[config.mk]
export PLATFORM = sky130hd
export DESIGN_NAME = stbs_controller
export DESIGN_NICKNAME = d
export VERILOG_FILES = /design/src/design/stbs_pkg.sv /design/src/design/stbs_controller.sv
export SDC_FILE = /design/constraint.sdc
export NUM_CORES = 1
export LEC_CHECK = 0
export BUFFER_PORTS_ARGS = -buffer_cell sky130_fd_sc_hd__clkbuf_2
export CAP_MARGIN = 20
export CORE_AREA = 4 4 41 43
export CTS_BUF_LIST = sky130_fd_sc_hd__clkbuf_8
export DETAILED_ROUTE_END_ITERATION = 8
export DIE_AREA = 0 0 45 47
export PLACE_DENSITY = 0.45
export SLEW_MARGIN = 30
export SYNTH_ARGS = -nofsm -noshare
export SYNTH_HDL_FRONTEND = slang
export SYNTH_SLANG_ARGS = --single-unit
[constraint.sdc]
create_clock -name clock -period 1.75 [get_ports clock]
set_input_delay 0.0875 -clock clock [delete_from_list [all_inputs] [get_ports clock]]
set_output_delay 0.0875 -clock clock [all_outputs]
set_load 0.01 [all_outputs]
[src/design/stbs_pkg.sv]
// Shared types and constants for the sorted table bound search block.
`timescale 1ns / 1ps

package stbs_pkg;

   localparam int DEFAULT_TABLE_DEPTH = 1024;
   localparam int VALUE_W = 32;
   localparam int INDEX_W = 12;

   typedef enum logic [1:0] {
      OP_CLEAR  = 2'd0,
      OP_APPEND = 2'd1,
      OP_RIGHT  = 2'd2,
      OP_LEFT   = 2'd3
   } opcode_type;

   typedef enum logic [1:0] {
      ST_IDLE,
      ST_START,
      ST_SEARCH,
      ST_DONE
   } state_type;

   typedef struct packed {
      logic capture;
      logic start;
      logic probe;
      logic load;
   } cmd_type;

   typedef struct packed {
      logic start_search;
      logic probe_more;
      logic out_free;
   } stat_type;

endpackage

[src/design/stbs_controller.sv]
// Sequencing state machine for the sorted table bound search block.
`timescale 1ns / 1ps

module stbs_controller (
   input  logic               clock,
   input  logic               reset,
   input  logic               req_valid,
   output logic               req_ready,
   input  stbs_pkg::stat_type stat,
   output stbs_pkg::cmd_type  cmd
);
   import stbs_pkg::*;

   state_type state_ff;
   state_type state_in;

   always_ff @(posedge clock) begin
      if (reset) begin
         state_ff <= ST_IDLE;
      end else begin
         state_ff <= state_in;
      end
   end

   always_comb begin
      state_in = state_ff;
      case (state_ff)
         ST_IDLE: begin
            if (req_valid) begin
               state_in = ST_START;
            end
         end
         ST_START: begin
            state_in = stat.start_search ? ST_SEARCH : ST_DONE;
         end
         ST_SEARCH: begin
            state_in = stat.probe_more ? ST_SEARCH : ST_DONE;
         end
         ST_DONE: begin
            if (stat.out_free) begin
               state_in = ST_IDLE;
            end
         end
         default: begin
            state_in = ST_IDLE;
         end
      endcase
   end

   always_comb begin
      req_ready   = (state_ff == ST_IDLE) && !reset;
      cmd.capture = (state_ff == ST_IDLE) && !reset && req_valid;
      cmd.start   = (state_ff == ST_START);
      cmd.probe   = (state_ff == ST_SEARCH);
      cmd.load    = (state_ff == ST_DONE) && stat.out_free;
   end

endmodule

==> results.toml <==
[yosys]
syn_inst = 22
synth.top_cell.area_share = 0.278
netlist_area_um2 = 225
yosys_register_bits = 2
yosysTopAreaCell = "ha_1"
yosysWarnings = 0
avgSynthCellArea_um2 = 10.2
synth_cell_type_count = 12
syn-num-nets = 33
ys_seq_area_frac = 0.178
synthTopCellsByArea = "ha_1, nand2b_4, dfxtp_1"

[clocking]
cts_resized = 0
ctsHoldBuffers = 0
htree_levels = 1
cts_tree = "yes"
cts.sinks = 2
cts_root_buffer = "clkbuf_8"
clk_pin_slew_ns = 0.03
clk_path_buf_depth = 2
postCtsSetupBuffers = 0
cts_buffers = 3
clk_latency_ns = 0.21

[sta]
fin_skew_ns = 0.00130
timing.final.crit_share = 0.814
relSlewSlack = 0.895
fin_hold_ws_ns = 0.0806
rsz0062_at_grt = "false"
worst_pin_slew_ns = 0.157
clock.fmax_mhz = 702
hold_violations = 0
setup_viol = 0
slew_viol_final = 0
min_period_ns = 1.42
tns_ns = 0

[power]
fin_total_pwr_mw = 0.554
pwr-share-comb = 0.515
power_switching_share = 0.365
p_clk_frac = 0.317
irDropWorstVdd_v = 0.000690
p_seq_frac = 0.167
internal_power_mw = 0.352
p_sw_mw = 0.202
pwr_density_cell_nw_per_um2 = 1650
p_leak_nw = 0.182

[cells_and_area]
finalInstanceArea_um2 = 335
fill_cells = 153
final_common_cell = "clkbuf_2"
instances_no_fill = 50
regArea_um2 = 40.0
largest_reg_flops = 2
largestRegisters = "state_ff: 2 flops"
nets = 48
regMostFlops = "state_ff"
post_route_cells_drive_above_1_share = 0.486
multi_input_area_um2 = 178
synthToLayoutAreaGrowth_pct = 48.9
diodes = 0
final_cell_mix = "clkbuf_2, ha_1, nand2b_4, clkbuf_8"

[floorplan]
die_w_um = 45
start_util = 0.173
rows = 13
coreArea_um2 = 1300
die_area_um2 = 2120
io_pins = 11
die_y_um = 47

[global_route]
grt_pass1_wl_um = 828
grt_pass1_vias = 191
grt-ovfl-total = 0
grt_antenna_before_repair = 0
grt_max_degree = 5
track_usage = 0.0568

[hold_path]
hp-class = "input pin to register"

[worst_setup_path]
startpoint_type = "register"
end_kind = "output port"
critPathMaxStageDelay_ns = 0.37
path_cells = "inv_1, ha_1, nor2b_1, and2_1, clkbuf_2"
path_max_fanout = 4
path_class = "register to output port"
crit_required_ns = 1.66
crit_slowest_cell = "dfxtp_1"
arrival_ns = 1.34

[placement]
port_buffers = 10
hpwl_um = 387
placed_area_um2 = 294
gp_congestion = 0.655
dp_cells = 47

[detailed_routing]
drtIter0Drc = 4
avgViaCountPerCell = 3.90
post-route-drc-count = 0
routed_wl_um = 456
dr.pass1.iters = 4
wl_per_cell_um = 9.12
via_count = 195
detail-route-antenna-nets = 0

[run]
drv_cap = 0

[status]
status = "completed"
## through the flow
step / setup WS (ns) / util
floorplan: 0.573 / -
global placement: 0.527 / 0.226
detailed placement: 0.529 / 0.226
CTS: 0.314 / 0.258
global route: 0.251 / 0.258
finish: 0.325 / 0.258
## Yosys cell counts, drive strengths merged
library cell and count:
and3 1, a211oi 1, a21oi 2, and4b 1
ha 5, dfxtp 2, nand2b 4, o21ba 1
inv 2, nor2b 1, and2 2
## power groups by stage
stage | clock network, mW | logic [mW] | registers [mW]
final | 0.176 | 0.285 | 0.0926
after detailed placement | 0 | 0.286 | 0.0928
after CTS | 0.182 | 0.292 | 0.0918
after global placement | 0 | 0.286 | 0.0915
after global routing | 0.185 | 0.334 | 0.0954
after floorplan | 0 | 0.217 | 0.0866
## path summary, 6_finish.rpt
check | startpoint | end | slack (ns) | cells past startpoint
setup / recovery | state_ff[0] | cmd[3] | 0.33 | 5
hold / removal | reset | state_ff[0] | 0.08 | 2
setup reg to reg | state_ff[1] | state_ff[1] | 0.55 | 5
hold reg to reg | state_ff[0] | state_ff[0] | 0.60 | 2
## metal layers
| metal | wire length, µm | track usage | up-vias | part of all wire |
|---|---|---|---|---|
| met2 | 188 | 0.0706 | 8 | 0.41 |
| met3 | 41 | 0.0268 | 0 | 0.090 |
| met4 | 0 | 0.0526 | 0 | 0 |
| met1 | 226 | 0.0701 | 86 | 0.50 |
| li1 | - | - | 101 | - |
| met5 | 0 | 0 | - | 0 |
## critical path, delay by kind of cell, from the launching register on
family,cells,cell delay [ns]
simple gates,2,0.30
buf+inv,2,0.22
flops,1,0.37
fa+ha+maj,1,0.24
## final cells by class
| class | instances | area share |
|---|---|---|
| clock buffers | 3 | 0.123 |
| inverters | 2 | 0.0224 |
| repair buffers | 10 | 0.149 |
| well taps | 15 | 0.0560 |
| multi-input cells | 18 | 0.530 |
| flip-flops and latches | 2 | 0.119 |
## kinds of logic after synthesis
| family | share of synthesized area |
|---|---|
| and+or+nand+nor | 0.367 |
| adders and majority gates | 0.278 |
| AOI/OAI and AO/OA | 0.144 |
| buffers and inverters | 0.0333 |
| DFF | 0.178 |
Power figures use the tool's default switching activity.
